**config.mk**
```make
export PLATFORM = sky130hd
export DESIGN_NAME = jsji_merge
export DESIGN_NICKNAME = d
export VERILOG_FILES = /design/src/design/jsji_pkg.sv /design/src/design/jsji_merge.sv
export SDC_FILE = /design/constraint.sdc
export NUM_CORES = 1
export LEC_CHECK = 0
export BUFFER_PORTS_ARGS = -buffer_cell sky130_fd_sc_hd__buf_2
export CAP_MARGIN = 20
export CORE_UTILIZATION = 40
export CTS_BUF_LIST = sky130_fd_sc_hd__clkbuf_2
export DETAILED_ROUTE_END_ITERATION = 8
export PLACE_DENSITY = 0.77
export SLEW_MARGIN = 25
export SYNTH_ARGS = -nofsm -noshare
export SYNTH_HDL_FRONTEND = slang
export SYNTH_SLANG_ARGS = --single-unit
```
**constraint.sdc**
```tcl
create_clock -name i_clk -period 0.8 [get_ports i_clk]
set_input_delay 0.24 -clock i_clk [delete_from_list [all_inputs] [get_ports i_clk]]
set_output_delay 0.24 -clock i_clk [all_outputs]
set_load 0.02 [all_outputs]
```
**src/design/jsji_pkg.sv**
```systemverilog
`default_nettype none

package jsji_pkg;

    localparam int AXIS_W   = 10;
    localparam int TRIG_W   = 10;
    localparam int TICK_W   = 12;
    localparam int SPEED_W  = 11;
    localparam int CFG_IDX_W  = 3;
    localparam int CFG_DATA_W = 12;
    localparam int IN_DATA_W  = 64;
    localparam int OUT_DATA_W = 48;

    localparam int PITCH_HOME_DEG = 105;
    localparam int JOINT_HOME_DEG = 90;

    localparam logic [CFG_IDX_W-1:0] CFG_DEADZONE   = 3'd0;
    localparam logic [CFG_IDX_W-1:0] CFG_BASE_SPEED = 3'd1;
    localparam logic [CFG_IDX_W-1:0] CFG_SLOW_SCALE = 3'd2;
    localparam logic [CFG_IDX_W-1:0] CFG_FAST_SCALE = 3'd3;
    localparam logic [CFG_IDX_W-1:0] CFG_PITCH_MIN  = 3'd4;
    localparam logic [CFG_IDX_W-1:0] CFG_PITCH_MAX  = 3'd5;
    localparam logic [CFG_IDX_W-1:0] CFG_JOINT_MIN  = 3'd6;
    localparam logic [CFG_IDX_W-1:0] CFG_JOINT_MAX  = 3'd7;

    localparam logic [8:0]  RST_DEADZONE   = 9'd30;
    localparam logic [11:0] RST_BASE_SPEED = 12'd384;
    localparam logic [8:0]  RST_SLOW_SCALE = 9'd51;
    localparam logic [10:0] RST_FAST_SCALE = 11'd768;
    localparam logic [11:0] RST_PITCH_MIN  = 12'd67;
    localparam logic [11:0] RST_PITCH_MAX  = 12'd502;
    localparam logic [11:0] RST_JOINT_MIN  = 12'd125;
    localparam logic [11:0] RST_JOINT_MAX  = 12'd575;

    typedef enum logic [1:0] {
        ST_IDLE,
        ST_RUN,
        ST_DRAIN
    } t_state;

    typedef struct packed {
        logic [8:0]        deadzone;
        logic [11:0]       base;
        logic [TICK_W-1:0] lo;
        logic [TICK_W-1:0] hi;
    } t_lane_cfg;

endpackage

`default_nettype wire

```
**src/design/jsji_merge.sv**
```systemverilog
`default_nettype none

module jsji_merge (
    input  wire logic                         i_clk,
    input  wire logic                         i_rst_n,
    input  wire logic                         i_load,
    input  wire logic [jsji_pkg::TICK_W-1:0]  i_pitch,
    input  wire logic [jsji_pkg::TICK_W-1:0]  i_yaw,
    input  wire logic [jsji_pkg::TICK_W-1:0]  i_elbow,
    input  wire logic [jsji_pkg::TICK_W-1:0]  i_wrist,
    input  wire logic                         i_ready,
    output logic                              o_valid,
    output logic [jsji_pkg::OUT_DATA_W-1:0]   o_data,
    output logic                              o_free
);
    import jsji_pkg::*;

    logic                  r_valid;
    logic [OUT_DATA_W-1:0] r_data;

    assign o_free = !r_valid || i_ready;

    always_ff @(posedge i_clk) begin
        if (!i_rst_n) begin
            r_valid <= 1'b0;
        end else if (i_load) begin
            r_valid <= 1'b1;
        end else if (i_ready) begin
            r_valid <= 1'b0;
        end
    end

    always_ff @(posedge i_clk) begin
        if (i_load) begin
            r_data <= {i_wrist, i_elbow, i_yaw, i_pitch};
        end
    end

    assign o_valid = r_valid;
    assign o_data  = r_data;

endmodule

`default_nettype wire

```
==> flow_summary.json <==
{
  "outcome": "finished with violations",
  "violations": "negative setup slack",
  "p_seq_share_pct": 57.7,
  "max_freq_mhz": 767.1,
  "die_w_um": 63.04,
  "fin_worst_skew_ns": 0,
  "initial_core_util_pct": 43.29,
  "p_leak_nw": 1.227,
  "port-buffer-count": 101,
  "whs_endpoint": "o_valid",
  "crit-reg2reg-launch": "o_valid",
  "power_switching_w": 0.001321,
  "setup_slack_ns": -0.5036,
  "combPwrFrac_pct": 18.7,
  "track_usage_pct": 21.66,
  "synthCells": 52,
  "yosys-top-cells-area": "edfxtp_1 (97%), dfxtp_1 (1.3%), nand2b_4 (0.92%)",
  "required_ns": 0.56,
  "antenna_left": 0,
  "rows": 21,
  "dp.final_hpwl_um": 2154,
  "highest_layer": "met4",
  "first_global_vias": 1145,
  "crit_type": "register to output pin",
  "finalCritPeriodShare_pct": 162.9,
  "synth_seq_cells": 49,
  "synth.net_count": 104,
  "drv_cap": 0,
  "r2r-end": "o_valid",
  "path_depth": 1,
  "hold_path_startpoint": "i_rst_n",
  "crit_buf_inv": 1,
  "critical_path.top_delay_family": "flip-flops",
  "fin_crit_ns": 1.304,
  "layout-drive-gt1-share_pct": 53.77,
  "syn_area_per_cell_um2": 28.66,
  "timing.hold.ws_ns": 0.03285,
  "area.growth.synth_to_final_pct": 91.69,
  "worstSetupStartpoint": "o_data[29]",
  "dieArea_um2": 3973,
  "core_um2": 3442,
  "syn-cell-area_um2": 1490,
  "max_stage_delay_ns": 0.48,
  "synth_seq_area_share_pct": 98.07,
  "hold_violations": 0,
  "hold_path_class": "input pin to register",
  "crit_path_start_kind": "register",
  "vias": 1199,
  "p_int_w": 0.004120,
  "cts.sinks": 49,
  "slowest_stage": "edfxtp_1",
  "cts_made_buffers": 5,
  "powerDensity_nw_per_um2": 1905,
  "post-synth-top-area-cell": "edfxtp_1",
  "ios": 102,
  "fillers": 159,
  "grt_max_degree": 28,
  "ys_warn_count": 0,
  "cp-end-kind": "output pin",
  "arrival_ns": 1.06,
  "worstSkewPairLatency_ns": 0.41,
  "r2r_slack_ns": 0.07,
  "synth_top_area_share_pct": 96.73,
  "cts_buffer_depth": 2,
  "nets": 263,
  "cts_tree": "built",
  "pre_cts_ws_ns": -0.09159,
  "holdPathStages": 2,
  "path_max_fanout": 1,
  "grt_first_pass_wirelength_um": 6037,
  "ir_drop_mv": 1.058,
  "drt-pass1-iter-count": 4,
  "routed_via_density": 4.647,
  "dr_wl_met2_um": 2423,
  "crit_path_cell_trace": "buf_6",
  "routed_wl_um": 4602,
  "clockRootBuffer": "clkbuf_2",
  "cts.clk_slew.worst_paths_ns": 0.24,
  "antenna_found_initial": 0,
  "h-tree-depth": 2,
  "slew_violations": 0,
  "r2r_cells": 3,
  "swShare_pct": 24.28,
  "gp_congestion": 0.6486,
  "ys_types": 5,
  "route.detailed.drc": 0,
  "dpl_cell_area_um2": 2102,
  "tns_ns": -22.50,
  "rsz0062_at_grt": "yes",
  "dr_wl_met3_um": 451,
  "slew_headroom_pct": 84.11,
  "first_iter_violations": 54,
  "final-setup-viol-count": 50,
  "overflow": 0,
  "wl_per_cell_um": 17.84,
  "diodes": 0,
  "stdcell_area_um2": 2856,
  "tightest_slew_ns": 0.2384,
  "fp.dieH_um": 63.04,
  "clkPwrFrac_pct": 23.7,
  "drt-met1-wl_um": 1596
}
==> cells in the final DEF, fill, tap and decap left out <==
cell | netlist | layout
buf_12 | 0 | 2
a21boi_2 | 1 | 1
dlygate4sd3_1 | 0 | 48
buf_2 | 0 | 68
bufinv_16 | 0 | 1
inv_1 | 1 | 1
clkinv_1 | 0 | 1
nand2b_4 | 1 | 1
buf_6 | 0 | 34
edfxtp_1 | 48 | 48
clkbuf_2 | 0 | 6
dfxtp_2 | 0 | 1
==> power groups by stage <==
stage,registers [W],clock network [W],logic (W)
floorplan,0.00342,0,0.0000131
global placement,0.00314,0,0.000648
detailed placement,0.00315,0,0.000657
CTS,0.00310,0.00125,0.000877
global route,0.00316,0.00139,0.00106
finish,0.00314,0.00129,0.00102
==> repair_timing <==
action | CTS | global route
hold buffers | 45 | 3
hold endpoints to repair | 45 | 3
pin swaps | 1 | 1
buffers inserted | 1 | 0
setup endpoints to repair | 50 | 51
resized for setup | 22 | 46
==> cell type report <==
type	instances	area, µm²	area share, %
sequential	49	1463	51.20
timing repair buffer	152	1244	43.54
tap	46	57.56	2.015
clock inverter	2	33.78	1.183
clock buffer	6	30.03	1.051
multi-input combinational	2	25.02	0.8760
inverter	1	3.754	0.1314
==> registers in the layout, summed over array words and instances, names as in the netlist <==
name and flops:
o_data 48, o_valid 1
==> Yosys cell counts <==
cell type and instances:
edfxtp_1 48, a21boi_2 1, dfxtp_1 1, inv_1 1, nand2b_4 1
==> stage by stage <==
step           util (%)  total power, W  std cells
2_1_floorplan         -        0.003432         52
3_3_place_gp      61.07        0.003785        202
3_5_place_dp      61.07        0.003804        202
4_1_cts           78.26        0.005222        256
5_1_grt           82.99        0.005601        258
6_report          82.99        0.005441        258
==> layer usage <==
| layer | up-vias | global-route usage (%) |
|---|---|---|
| li1 | 523 | - |
| met1 | 574 | 20.65 |
| met2 | 90 | 40.05 |
| met3 | 12 | 8.577 |
| met4 | 0 | 9.593 |
| met5 | - | 0 |
==> worst max-delay path by stage <==
stage	to	slack (ns)
2_1_floorplan	o_free	0.08
3_3_place_gp	o_data[1]	-0.08
3_5_place_dp	o_data[30]	-0.09
4_1_cts	o_data[29]	-0.48
5_1_grt	o_data[11]	-0.56
6_report	o_data[29]	-0.50
==> cells by family after synthesis <==
logic type	share of synthesized area, %
AND/OR/NAND/NOR	0.9234
AO/OA/AOI/OAI	0.7556
flip-flops	98.07
buffers and inverters	0.2516
Power figures use the tool's default switching activity.
