File: config.mk
export PLATFORM = sky130hd
export DESIGN_NAME = jsji_speed
export DESIGN_NICKNAME = d
export VERILOG_FILES = /design/src/design/jsji_pkg.sv /design/src/design/jsji_speed.sv
export SDC_FILE = /design/constraint.sdc
export NUM_CORES = 1
export LEC_CHECK = 0
export BUFFER_PORTS_ARGS = -buffer_cell sky130_fd_sc_hd__clkbuf_2
export CAP_MARGIN = 20
export CORE_AREA = 3 3 184 114
export DETAILED_ROUTE_END_ITERATION = 10
export DIE_AREA = 0 0 187 117
export PLACE_DENSITY_LB_ADDON = 0.08
export RECOVER_POWER = 25
export SETUP_SLACK_MARGIN = 0.05
export SLEW_MARGIN = 20
export SYNTH_ARGS = -nofsm -noshare
export SYNTH_HDL_FRONTEND = slang
export SYNTH_SLANG_ARGS = --single-unit
File: constraint.sdc
create_clock -name i_clk -period 10.9 [get_ports i_clk]
set_input_delay 1.09 -clock i_clk [delete_from_list [all_inputs] [get_ports i_clk]]
set_output_delay 1.09 -clock i_clk [all_outputs]
set_load 0.05 [all_outputs]
File: src/design/jsji_pkg.sv
`default_nettype none

package jsji_pkg;

    localparam int AXIS_W   = 10;
    localparam int TRIG_W   = 10;
    localparam int TICK_W   = 12;
    localparam int SPEED_W  = 11;
    localparam int CFG_IDX_W  = 3;
    localparam int CFG_DATA_W = 12;
    localparam int IN_DATA_W  = 64;
    localparam int OUT_DATA_W = 48;

    localparam int PITCH_HOME_DEG = 105;
    localparam int JOINT_HOME_DEG = 90;

    localparam logic [CFG_IDX_W-1:0] CFG_DEADZONE   = 3'd0;
    localparam logic [CFG_IDX_W-1:0] CFG_BASE_SPEED = 3'd1;
    localparam logic [CFG_IDX_W-1:0] CFG_SLOW_SCALE = 3'd2;
    localparam logic [CFG_IDX_W-1:0] CFG_FAST_SCALE = 3'd3;
    localparam logic [CFG_IDX_W-1:0] CFG_PITCH_MIN  = 3'd4;
    localparam logic [CFG_IDX_W-1:0] CFG_PITCH_MAX  = 3'd5;
    localparam logic [CFG_IDX_W-1:0] CFG_JOINT_MIN  = 3'd6;
    localparam logic [CFG_IDX_W-1:0] CFG_JOINT_MAX  = 3'd7;

    localparam logic [8:0]  RST_DEADZONE   = 9'd30;
    localparam logic [11:0] RST_BASE_SPEED = 12'd384;
    localparam logic [8:0]  RST_SLOW_SCALE = 9'd51;
    localparam logic [10:0] RST_FAST_SCALE = 11'd768;
    localparam logic [11:0] RST_PITCH_MIN  = 12'd67;
    localparam logic [11:0] RST_PITCH_MAX  = 12'd502;
    localparam logic [11:0] RST_JOINT_MIN  = 12'd125;
    localparam logic [11:0] RST_JOINT_MAX  = 12'd575;

    typedef enum logic [1:0] {
        ST_IDLE,
        ST_RUN,
        ST_DRAIN
    } t_state;

    typedef struct packed {
        logic [8:0]        deadzone;
        logic [11:0]       base;
        logic [TICK_W-1:0] lo;
        logic [TICK_W-1:0] hi;
    } t_lane_cfg;

endpackage

`default_nettype wire

File: src/design/jsji_speed.sv
`default_nettype none

module jsji_speed (
    input  wire logic                          i_clk,
    input  wire logic                          i_rst_n,
    input  wire logic                          i_start,
    input  wire logic [jsji_pkg::TRIG_W-1:0]   i_brake,
    input  wire logic [jsji_pkg::TRIG_W-1:0]   i_throttle,
    input  wire logic [8:0]                    i_slow,
    input  wire logic [10:0]                   i_fast,
    output logic                               o_valid,
    output logic [jsji_pkg::SPEED_W-1:0]       o_speed
);
    import jsji_pkg::*;

    logic [2:0]         r_vld;
    logic signed [10:0] d;
    logic signed [11:0] k;
    logic signed [22:0] r_p;
    logic [20:0]        a;
    logic [21:0]        est;
    logic [20:0]        r_a;
    logic [11:0]        r_q0;
    logic               r_neg;
    logic [21:0]        rem;
    logic [11:0]        q;
    logic [SPEED_W-1:0] r_speed;

    always_ff @(posedge i_clk) begin
        if (!i_rst_n) begin
            r_vld <= '0;
        end else begin
            r_vld <= {r_vld[1:0], i_start};
        end
    end

    // trigger difference times the blend span
    always_comb begin
        d = $signed({1'b0, i_throttle}) - $signed({1'b0, i_brake});
        if (d > 0) begin
            k = $signed({1'b0, i_fast}) - 12'sd256;
        end else begin
            k = 12'sd256 - $signed({3'b0, i_slow});
        end
    end

    always_ff @(posedge i_clk) begin
        if (i_start) begin
            r_p <= 23'(d) * 23'(k);
        end
    end

    // divide by 1023 through the series 1/1024 * (1 + 2^-10 + 2^-20)
    always_comb begin
        a   = r_p[22] ? 21'(-r_p) : r_p[20:0];
        est = 22'(a) + 22'(a >> 10) + 22'(a >> 20);
    end

    always_ff @(posedge i_clk) begin
        if (r_vld[0]) begin
            r_a   <= a;
            r_q0  <= est[21:10];
            r_neg <= r_p[22];
        end
    end

    always_comb begin
        rem = 22'(r_a) - ({r_q0, 10'd0} - 22'(r_q0));
        q   = (rem >= 22'd1023) ? r_q0 + 12'd1 : r_q0;
    end

    always_ff @(posedge i_clk) begin
        if (r_vld[1]) begin
            r_speed <= r_neg ? SPEED_W'(12'd256 - q) : SPEED_W'(12'd256 + q);
        end
    end

    assign o_valid = r_vld[2];
    assign o_speed = r_speed;

endmodule

`default_nettype wire

==> run_results.csv <==
group,metric,value,unit
timing,clock_skew,0.00965,ns
timing,fin_crit_sh,88.4,%
timing,layout_setup_ws,1.27,ns
timing,max_freq,104,MHz
worst_hold_path,hold_path_depth,0,
worst_setup_path,rr_startpoint,"r_q0[1]",
global_route,grt_max_degree,36,
timing,fin_crit,9.63,ns
timing,worstMarginPinSlew,1.87,ns
yosys,async_flop_share,0,%
worst_setup_path,rrSetupSlack,5.00,ns
detailed_routing,viasPerCell,5.85,
worst_setup_path,crit_path_start_kind,"input port",
floorplan,start_util,60.3,%
worst_setup_path,crit_path_end_kind,"flip-flop",
worst_setup_path,r2r_end,"o_speed[10]",
worst_setup_path,crit_path_frequent_cell,"o21ai_0",
clocking,cts_root_buffer,"clkbuf_16",
cells_and_area,drive_above_1_share,9.56,%
worst_setup_path,critPathMaxFanout,16,
yosys,synthDistinctLibCells,83,
run_status,status,"finished with violations",
detailed_routing,antenna_left,0,
yosys,synth-seq-cells,70,
worst_setup_path,worstPathRequired,10.99,ns
global_route,grt_use_total,27.8,%
yosys,avgSynthCellArea,9.00,µm²
yosys,synth_top_family_by_area,"adder cells",
yosys,synth_edf_count,67,
clocking,post_cts_buffers,0,
detailed_routing,routedWlPerCell,18.1,µm
clocking,cts_hold_buf,0,
cells_and_area,areaGrowthSynthToFinish,7.24,%
yosys,synth_nets,1574,
worst_setup_path,slowest_stage,"fa_1",
detailed_routing,drt_iter0_markers,956,
clocking,numCtsBuffers,9,
detailed_routing,drcViolationCount,0,
yosys,synth_compound_area_share,16.9,%
worst_setup_path,crit_start,"i_throttle[0]",
floorplan,rows,39,
timing,tns,0,ns
yosys,ys.flop_type,"edfxtp_1",
yosys,ys_seq_area_share,17.9,%
global_route,grt_pass1_wl,48.0,mm
timing,max_slew_margin,-25.0,%
timing,finalHoldViolCount,0,
worst_setup_path,reg2regPathDepth,18,
yosys,synth.top_cell.area_share,22.3,%
floorplan,core,19200,µm²
floorplan,die_w,187,µm
yosys,synth_area_leader_cell,"fa_1",
detailed_routing,route.vias.total,9325,
timing,report.final.slew_viol_count,36,
run_status,violations,"capacitance limit, slew limit",
yosys,synthTopCellsByArea,"fa_1, edfxtp_1, ha_1, inv_1, xnor2_1",
worst_setup_path,endpoint,"r_p[20]",
place,post-place-ws,1.00,ns
clocking,cts_tree,"yes",
worst_setup_path,crit_arrival,9.72,ns
yosys,synthAdderAreaFrac,35.0,%
place,port_buffers,54,
floorplan,die_height,117,µm
cells_and_area,num_antenna_cells,0,
worst_hold_path,hold_path.class,"flip-flop to flip-flop",
clocking,htreeDepth,3,
place,gp_congestion,1.01,
floorplan,die_area,21900,µm²
clocking,cts-resized-gates,0,
run,drv_cap,1,
yosys,yosysWarnings,0,
yosys,synth-xor-area-share,6.59,%
yosys,synth_area,11600,µm²
yosys,synth_mux_area_share,0.790,%
global_route,overflow,0,
timing,rsz0062_at_grt,"no",
cells_and_area,seq_area,2070,µm²
cells_and_area,fillers,1649,
clocking,clk_latency,0.34,ns
place,hpwlAfterDp,24.1,mm
cells_and_area,nets,1612,
timing,finalSetupViolCount,0,
yosys,syn-instance-count,1285,
yosys,synth-simple-area-share,12.6,%
global_route,antenna_found_initial,0,
worst_setup_path,crit_type,"input port to flip-flop",
clocking,clk_pin_slew,0.06,ns
global_route,grt_pass1_vias,9117,
detailed_routing,routed_wl,28.8,mm
worst_setup_path,cpPeakStageDelay,0.55,ns
clocking,clock_sinks,70,
cells_and_area,multi_input_area,8320,µm²
cells_and_area,utilization,64.6,%
clocking,max-clock-path-buffers,2,
floorplan,io-pin-count,55,
detailed_routing,drt_pass1_iterations,5,
## worst min-delay path by stage
stage                   to  startpoint  slack [ns]
CTS                 r_a[0]      r_p[0]        0.67
global placement    r_a[0]      r_p[0]        0.65
floorplan           r_a[0]      r_p[0]        0.48
finish              r_a[0]      r_p[0]        0.70
detailed placement  r_a[0]      r_p[0]        0.63
global route        r_a[0]      r_p[0]        0.70
## cell families (layout without fill, tap and decap cells)
family | Yosys count | after routing
AO/OA/AOI/OAI | 288 | 288
buffers and inverters | 304 | 347
AND/OR/NAND/NOR | 284 | 284
adder cells (fa/ha/maj) | 246 | 246
flip-flops | 70 | 70
multiplexers | 9 | 9
XOR/XNOR | 84 | 84
## placed cells by master, fill, tap and decap left out, types with 8 or more instances in the layout
cell / netlist / final
nand2_1: 66 / 66
edfxtp_1: 67 / 67
o31ai_1: 10 / 10
nor2b_1: 8 / 8
nor2_1: 69 / 69
buf_4: 1 / 10
a31oi_1: 15 / 15
and3_1: 14 / 14
fa_1: 129 / 129
o41ai_1: 10 / 10
o211ai_1: 10 / 10
o21ai_1: 11 / 11
nand2b_1: 8 / 8
mux2i_1: 8 / 8
nor4_1: 9 / 9
o21ai_0: 46 / 46
clkbuf_2: 0 / 53
or2_2: 12 / 12
a21o_1: 27 / 27
xor2_1: 21 / 21
clkbuf_16: 0 / 9
inv_1: 264 / 264
a21oi_1: 76 / 76
ha_1: 117 / 117
nand3_1: 25 / 25
xnor2_1: 61 / 61
a21bo_2: 15 / 15
nor3_1: 21 / 21
## cell type report
class | instances | area share, %
multi-input combinational | 911 | 67.1
sequential | 70 | 16.7
inverter | 266 | 8.05
timing repair buffer | 65 | 2.81
tap | 266 | 2.68
clock buffer | 9 | 1.82
clock inverter | 7 | 0.838
## worst max-delay path: cells and delay by family
kind | cells | cell delay, ns
AO/OA/AOI/OAI | 17 | 3.93
AND/OR/NAND/NOR | 4 | 0.91
XOR/XNOR | 2 | 0.19
buffers and inverters | 7 | 0.55
adder cells (fa/ha/maj) | 8 | 3.05
## state kept, by name, summed over array words and instances, names as in the netlist
register,cells
r_p,22
r_a,21
r_q0,12
o_speed,11
r_vld,3
r_neg,1
## metrics by stage
stage	hold WS (ns)	instances	area, µm²
final	0.699	1594	12400
after global routing	0.704	1594	12400
after CTS	0.673	1594	12400
after detailed placement	0.627	1578	12100
after global placement	0.650	1578	12100
after floorplan	0.483	1285	11600
## synthesized netlist by cell type (11+ instances only)
cell,number
xnor2_1,61
nand3_1,25
ha_1,117
or2_2,12
nor2_1,69
nor3_1,21
a21oi_1,76
edfxtp_1,67
xor2_1,21
o21ai_0,46
clkbuf_1,25
a21bo_2,15
a21o_1,27
inv_1,264
fa_1,129
o21ai_1,11
a31oi_1,15
and3_1,14
nand2_1,66
## routing by layer
metal | GRT usage, % | vias to the layer above | share of wire [%]
li1 | - | 4414 | -
met1 | 45.3 | 4500 | 51
met2 | 36.2 | 397 | 37
met3 | 9.46 | 12 | 12
met4 | 2.11 | 2 | 0.30
met5 | 1.92 | - | 0.19
Power is not shown: default switching activity piles up to over one toggle a cycle in this logic, so the estimate is an artifact.
