$ cat src/design/jsji_pkg.sv
`default_nettype none

package jsji_pkg;

    localparam int AXIS_W   = 10;
    localparam int TRIG_W   = 10;
    localparam int TICK_W   = 12;
    localparam int SPEED_W  = 11;
    localparam int CFG_IDX_W  = 3;
    localparam int CFG_DATA_W = 12;
    localparam int IN_DATA_W  = 64;
    localparam int OUT_DATA_W = 48;

    localparam int PITCH_HOME_DEG = 105;
    localparam int JOINT_HOME_DEG = 90;

    localparam logic [CFG_IDX_W-1:0] CFG_DEADZONE   = 3'd0;
    localparam logic [CFG_IDX_W-1:0] CFG_BASE_SPEED = 3'd1;
    localparam logic [CFG_IDX_W-1:0] CFG_SLOW_SCALE = 3'd2;
    localparam logic [CFG_IDX_W-1:0] CFG_FAST_SCALE = 3'd3;
    localparam logic [CFG_IDX_W-1:0] CFG_PITCH_MIN  = 3'd4;
    localparam logic [CFG_IDX_W-1:0] CFG_PITCH_MAX  = 3'd5;
    localparam logic [CFG_IDX_W-1:0] CFG_JOINT_MIN  = 3'd6;
    localparam logic [CFG_IDX_W-1:0] CFG_JOINT_MAX  = 3'd7;

    localparam logic [8:0]  RST_DEADZONE   = 9'd30;
    localparam logic [11:0] RST_BASE_SPEED = 12'd384;
    localparam logic [8:0]  RST_SLOW_SCALE = 9'd51;
    localparam logic [10:0] RST_FAST_SCALE = 11'd768;
    localparam logic [11:0] RST_PITCH_MIN  = 12'd67;
    localparam logic [11:0] RST_PITCH_MAX  = 12'd502;
    localparam logic [11:0] RST_JOINT_MIN  = 12'd125;
    localparam logic [11:0] RST_JOINT_MAX  = 12'd575;

    typedef enum logic [1:0] {
        ST_IDLE,
        ST_RUN,
        ST_DRAIN
    } t_state;

    typedef struct packed {
        logic [8:0]        deadzone;
        logic [11:0]       base;
        logic [TICK_W-1:0] lo;
        logic [TICK_W-1:0] hi;
    } t_lane_cfg;

endpackage

`default_nettype wire

$ cat src/design/jsji_lane.sv
`default_nettype none

module jsji_lane #(
    parameter int RANGE_DEG = 180,
    parameter int HOME_DEG  = 90,
    parameter int FRAC_BITS = 8,
    parameter bit NEGATE    = 1'b0
) (
    input  wire logic                          i_clk,
    input  wire logic                          i_rst_n,
    input  wire logic                          i_start,
    input  wire logic [jsji_pkg::AXIS_W-1:0]   i_axis,
    input  wire logic [jsji_pkg::SPEED_W-1:0]  i_speed,
    input  wire logic                          i_home,
    input  wire jsji_pkg::t_lane_cfg           i_cfg,
    output logic                               o_done,
    output logic [jsji_pkg::TICK_W-1:0]        o_tick
);
    import jsji_pkg::*;

    localparam int NSTG = 10;
    localparam int AW   = 8 + FRAC_BITS;
    localparam int QW   = 8 + FRAC_BITS;
    localparam int YW   = 16 + FRAC_BITS;
    localparam int SH   = 16 - FRAC_BITS;
    localparam int AMW  = 20;
    localparam int DS   = 28;
    localparam int MW   = 29;
    localparam longint unsigned RECIP_L = (64'd1 << DS) / RANGE_DEG;
    localparam logic [MW-1:0] RECIP    = RECIP_L[MW-1:0];
    localparam logic [7:0]    RNG      = RANGE_DEG[7:0];
    localparam logic [AW-1:0] ANG_TOP  = AW'(RANGE_DEG) << FRAC_BITS;
    localparam logic [AW-1:0] ANG_HOME = AW'(HOME_DEG) << FRAC_BITS;

    logic [NSTG-1:0]      r_vld;
    logic [9:0]           mag;
    logic [9:0]           r_mag;
    logic                 r_neg;
    logic [21:0]          r_pa;
    logic [31:0]          r_pb;
    logic [YW-1:0]        y;
    logic [YW+1:0]        est;
    logic [YW-1:0]        r_y;
    logic [QW-1:0]        r_q0;
    logic [YW+1:0]        rem;
    logic [QW-1:0]        r_dq;
    logic signed [AW+1:0] v;
    logic [AW-1:0]        ang;
    logic [AW-1:0]        r_angle;
    logic [AW-1:0]        r_ang;
    logic [7:0]           deg;
    logic signed [12:0]   diff;
    logic signed [21:0]   r_prod;
    logic [AMW-1:0]       a;
    logic [AMW-1:0]       r_a;
    logic [AMW+MW-1:0]    r_am;
    logic                 r_tneg;
    logic [11:0]          tq0;
    logic [20:0]          tq0r;
    logic [20:0]          trem;
    logic [11:0]          r_tq;
    logic                 r_tneg2;
    logic [TICK_W-1:0]    r_tick;

    always_ff @(posedge i_clk) begin
        if (!i_rst_n) begin
            r_vld <= '0;
        end else begin
            r_vld <= {r_vld[NSTG-2:0], i_start};
        end
    end

    // deadzone and direction
    always_comb begin
        mag = i_axis[AXIS_W-1] ? 10'(-i_axis) : i_axis;
    end

    always_ff @(posedge i_clk) begin
        if (i_start) begin
            r_mag <= (mag < {1'b0, i_cfg.deadzone}) ? 10'd0 : mag;
            r_neg <= i_axis[AXIS_W-1] ^ NEGATE;
        end
    end

    always_ff @(posedge i_clk) begin
        if (r_vld[0]) begin
            r_pa <= 22'(r_mag) * 22'(i_cfg.base);
        end
    end

    always_ff @(posedge i_clk) begin
        if (r_vld[1]) begin
            r_pb <= 32'(33'(r_pa) * 33'(i_speed));
        end
    end

    // divide by 511 through the series 1/512 * (1 + 2^-9 + 2^-18 + ...)
    always_comb begin
        y   = YW'(r_pb >> SH);
        est = '0;
        for (int k = 0; 9 * k < YW; k++) begin
            est = est + (YW+2)'(y >> (9 * k));
        end
    end

    always_ff @(posedge i_clk) begin
        if (r_vld[2]) begin
            r_y  <= y;
            r_q0 <= est[9 +: QW];
        end
    end

    always_comb begin
        rem = (YW+2)'(r_y) - ((YW+2)'({r_q0, 9'd0}) - (YW+2)'(r_q0));
    end

    always_ff @(posedge i_clk) begin
        if (r_vld[3]) begin
            r_dq <= (rem >= (YW+2)'(511)) ? r_q0 + QW'(1) : r_q0;
        end
    end

    // integrate and clamp to the joint range
    always_comb begin
        if (r_neg) begin
            v = $signed((AW+2)'(r_angle)) - $signed((AW+2)'(r_dq));
        end else begin
            v = $signed((AW+2)'(r_angle)) + $signed((AW+2)'(r_dq));
        end
        if (v[AW+1]) begin
            ang = '0;
        end else if (v > $signed((AW+2)'(ANG_TOP))) begin
            ang = ANG_TOP;
        end else begin
            ang = v[AW-1:0];
        end
    end

    always_ff @(posedge i_clk) begin
        if (!i_rst_n) begin
            r_angle <= ANG_HOME;
        end else if (r_vld[4]) begin
            r_angle <= i_home ? ANG_HOME : ang;
        end
    end

    always_ff @(posedge i_clk) begin
        if (r_vld[4]) begin
            r_ang <= ang;
        end
    end

    // tick mapping
    always_comb begin
        deg  = r_ang[AW-1:FRAC_BITS];
        diff = $signed({1'b0, i_cfg.hi}) - $signed({1'b0, i_cfg.lo});
    end

    always_ff @(posedge i_clk) begin
        if (r_vld[5]) begin
            r_prod <= $signed(22'({1'b0, deg})) * 22'(diff);
        end
    end

    always_comb begin
        a = r_prod[21] ? AMW'(-r_prod) : r_prod[AMW-1:0];
    end

    always_ff @(posedge i_clk) begin
        if (r_vld[6]) begin
            r_a    <= a;
            r_am   <= (AMW+MW)'(a) * (AMW+MW)'(RECIP);
            r_tneg <= r_prod[21];
        end
    end

    always_comb begin
        tq0  = r_am[DS +: 12];
        tq0r = 21'(tq0) * 21'(RNG);
        trem = 21'(r_a) - tq0r;
    end

    always_ff @(posedge i_clk) begin
        if (r_vld[7]) begin
            r_tq    <= (trem >= 21'(RNG)) ? tq0 + 12'd1 : tq0;
            r_tneg2 <= r_tneg;
        end
    end

    always_ff @(posedge i_clk) begin
        if (r_vld[8]) begin
            r_tick <= r_tneg2 ? i_cfg.lo - r_tq : i_cfg.lo + r_tq;
        end
    end

    assign o_done = r_vld[9];
    assign o_tick = r_tick;

endmodule

`default_nettype wire

$ cat config.mk
export PLATFORM = sky130hd
export DESIGN_NAME = jsji_lane
export DESIGN_NICKNAME = d
export VERILOG_FILES = /design/src/design/jsji_pkg.sv /design/src/design/jsji_lane.sv
export SDC_FILE = /design/constraint.sdc
export NUM_CORES = 2
export LEC_CHECK = 0
export BUFFER_PORTS_ARGS = -buffer_cell sky130_fd_sc_hd__buf_4
export CORE_MARGIN = 4
export CORE_UTILIZATION = 25
export DETAILED_ROUTE_END_ITERATION = 10
export PLACE_DENSITY = 0.39
export SLEW_MARGIN = 20
export SYNTH_ARGS = -nofsm -noshare
export SYNTH_HDL_FRONTEND = slang
export SYNTH_SLANG_ARGS = --single-unit
$ cat constraint.sdc
create_clock -name i_clk -period 7.4 [get_ports i_clk]
set_input_delay 0.37 -clock i_clk [delete_from_list [all_inputs] [get_ports i_clk]]
set_output_delay 0.37 -clock i_clk [all_outputs]
set_load 0.01 [all_outputs]
==> summary.md <==
| Metric | Value |
|---|---|
| Status | `complete, no violations` |
| Startpoint types | `flop` |
| Root Driver | `clkbuf_16` |
| Synth async-reset ratio | `0%` |
| Tcrit/Tclk final | `98.01%` |
| Worst endpoint required time | `7.74 ns` |
| Synth cell types | `79` |
| Finished Cell Area | `41220 sq um` |
| Skew final | `0.01813 ns` |
| CP endpoint kind | `flop` |
| Top-Level Pins | `83` |
| Met1 wire length | `44570 um` |
| Met3 WL post-DR | `2355 um` |
| Slowest stage cell on the critical path | `fa_1` |
| Slowest Stage Delay on Critical Path | `0.54 ns` |
| Post-DR vias/cell | `4.323` |
| Total negative slack | `0 ns` |
| Flop and latch count out of synthesis | `224` |
| Fmax | `137.9 MHz` |
| Die H | `388.0 um` |
| Placed Cells | `5862` |
| Post-synth EDFFs | `198` |
| GP Congestion | `0.8083` |
| RSZ-0062 raised after global routing | `true` |
| Antenna Nets Post-Route | `0` |
| H-tree depth | `1` |
| Final Setup Violations | `0` |
| Fillers | `15340` |
| Max_slew headroom | `32.28%` |
| Top-area cell type share of the netlist area | `27.23%` |
| Post-synth top area cell | `fa_1` |
| Placed wire-length estimate | `78610 um` |
| Core Box Area | `143500 sq um` |
| Max Cap Violations | `0` |
| Worst Slack Setup Final | `0.1475 ns` |
| Largest net degree at the start of global routing | `42` |
| DRT Pass-1 Iters | `4` |
| Hold Path Class | `in2reg` |
| Min cycle time layout | `7.253 ns` |
| Total clock sinks | `224` |
| Area of the multi-input gates | `26530 sq um` |
| Cell Area, Synth | `36090 sq um` |
| WL per Instance | `15.87 um` |
| Crit path DAT | `7.59 ns` |
| Residual DRC | `0` |
| PortBufs | `82` |
| Top Metal Used | `met4` |
| Most frequent cells in the layout | `inv_1 (783), ha_1 (493), fa_1 (490)` |
| Mapped Cells | `3830` |
| Setup CP Type | `reg2reg` |
| Die area | `150500 sq um` |
| Clock transition at the registers of the reported paths | `0.06 ns` |
| Critical Path Start | `r_prod[7]` |
| RR Startpoint | `r_prod[7]` |
| Row count | `139` |
| Starting DRT DRC Count | `1009` |
| Global-route wire length before repair | `153800 um` |
| Final Non-Filler Cells | `5932` |
| Syn Nets | `4891` |
| Final Hold Viols | `0` |
| Clock latency on the worst-skew pair | `0.61 ns` |
| Grt ovf | `0` |
| Initial antenna violation count | `3` |
| Area of placed instances | `39900 sq um` |
| Reg area | `6469 sq um` |
| Ranking of synthesized cells by area | `fa_1 (27%), ha_1 (17%), edfxtp_1 (16%)` |
| Final nets | `5064` |
| CTS tree | `yes` |
| Tightest Pin Transition | `1.014 ns` |
| Die width | `388.0 um` |
| YS warnings | `0` |
| Sequential area share after synthesis | `17.91%` |
| Initial Util | `25.16%` |
| Worst slack, placed | `-0.2945 ns` |
| Gr usage total | `12.67%` |
| Num CTS Buffers | `31` |
| Layout cell share with drive strength beyond 1 | `8.890%` |
| Top FF cell, synth | `edfxtp_1` |
| Met2 wire length | `45860 um` |
| Critical path fanouts, max | `4` |
| Most common cell after layout, fill and taps aside | `inv_1` |
| Via Count | `25643` |
| Mean Syn Cell Area | `9.424 sq um` |
| Final Max Slew Viols | `0` |
| Area Growth Syn to Fin | `14.20%` |
| Min-delay src | `i_axis[8]` |
| WL final | `94130 um` |
| Clock Path Buffers | `3` |
| Vias in the first global route | `27802` |
layer usage:
layer  global-route usage (%)  vias up
met5                        0        -
met4                    2.108        0
met3                    1.162       60
met2                    22.06      252
met1                    17.33    12654
li1                         -    12677
final timing paths:
| kind | slack, ns | endpoint | cells after the start |
|---|---|---|---|
| worst max-delay path | 0.15 | r_am[39] | 30 |
| worst min-delay path | 0.09 | r_mag[9] | 2 |
| worst max register to register | 0.15 | r_am[39] | 30 |
| worst min register to register | 0.42 | r_tneg2 | 0 |
cells in the mapped netlist, types with 22 or more instances:
cell      instances
a21o_1           49
a21oi_1         123
and2_1          211
clkbuf_1         99
dfxtp_1          26
edfxtp_1        198
fa_1            491
ha_1            500
inv_1           787
nand2_1         363
nand2b_1         45
nand3_1          42
nand4_1          22
nor2_1          155
nor2b_1          48
nor3_1           54
o21a_1           25
o21ai_0         108
xnor2_1         140
xor2_1           65
what timing repair did:
| action | CTS | global route |
|---|---|---|
| endpoints found under the hold margin | 1 | 0 |
| setup buffers | 5 | 5 |
| gates resized for setup | 24 | 18 |
| pin swaps | 19 | 12 |
| hold buffers | 1 | 0 |
| setup endpoints to repair | 6 | 11 |
critical path: cells and delay by family, from the launching register on:
kind                     cells  cell delay [ns]
AND/OR/NAND/NOR              6             1.54
flip-flops                   1             0.39
XOR/XNOR                     2             0.33
adder cells (fa/ha/maj)      7             3.03
AO/OA/AOI/OAI                8             1.20
buffers and inverters        7             0.52
logic make-up (layout without fill, tap and decap cells):
family,count (synthesis),after routing,share of synthesized area (%)
AND/OR/NAND/NOR,1029,1029,14.24
adder cells (fa/ha/maj),991,991,44.56
buffers and inverters,890,1087,9.283
AO/OA/AOI/OAI,481,481,8.742
flip-flops,224,224,17.91
XOR/XNOR,205,205,4.974
multiplexers,10,10,0.2843
other,0,2,0
state kept, by name, indices dropped and copies added (netlist names), 8 cells and up:
name / flops
r_y: 24
r_ang: 8
r_q0: 16
r_tq: 12
r_pb: 24
r_mag: 10
r_angle: 16
r_a: 18
r_dq: 16
o_tick: 12
r_vld: 10
r_prod: 21
r_pa: 22
r_am: 12
layout make-up:
type	instances	share of cell area, %
Timing Repair Buffer	242	4.474
Antenna cell	2	0.01214
Inverter	788	7.176
Clock buffer	35	1.943
Sequential cell	224	15.69
Clock inverter	22	0.5646
Multi-Input combinational cell	2716	64.36
Tap cell	1903	5.777
stage by stage:
| stage | hold WS (ns) | utilization (%) |
|---|---|---|
| final | 0.09395 | 28.73 |
| after global routing | 0.06166 | 28.72 |
| after CTS | 0.03521 | 28.63 |
| after detailed placement | 0.4045 | 27.81 |
| after global placement | 0.4105 | 27.81 |
| after floorplan | 0.4003 | - |
Power is left out: the tool's default activity adds up to more than one toggle a clock period on the data nets, which glitch-free logic cannot reach.
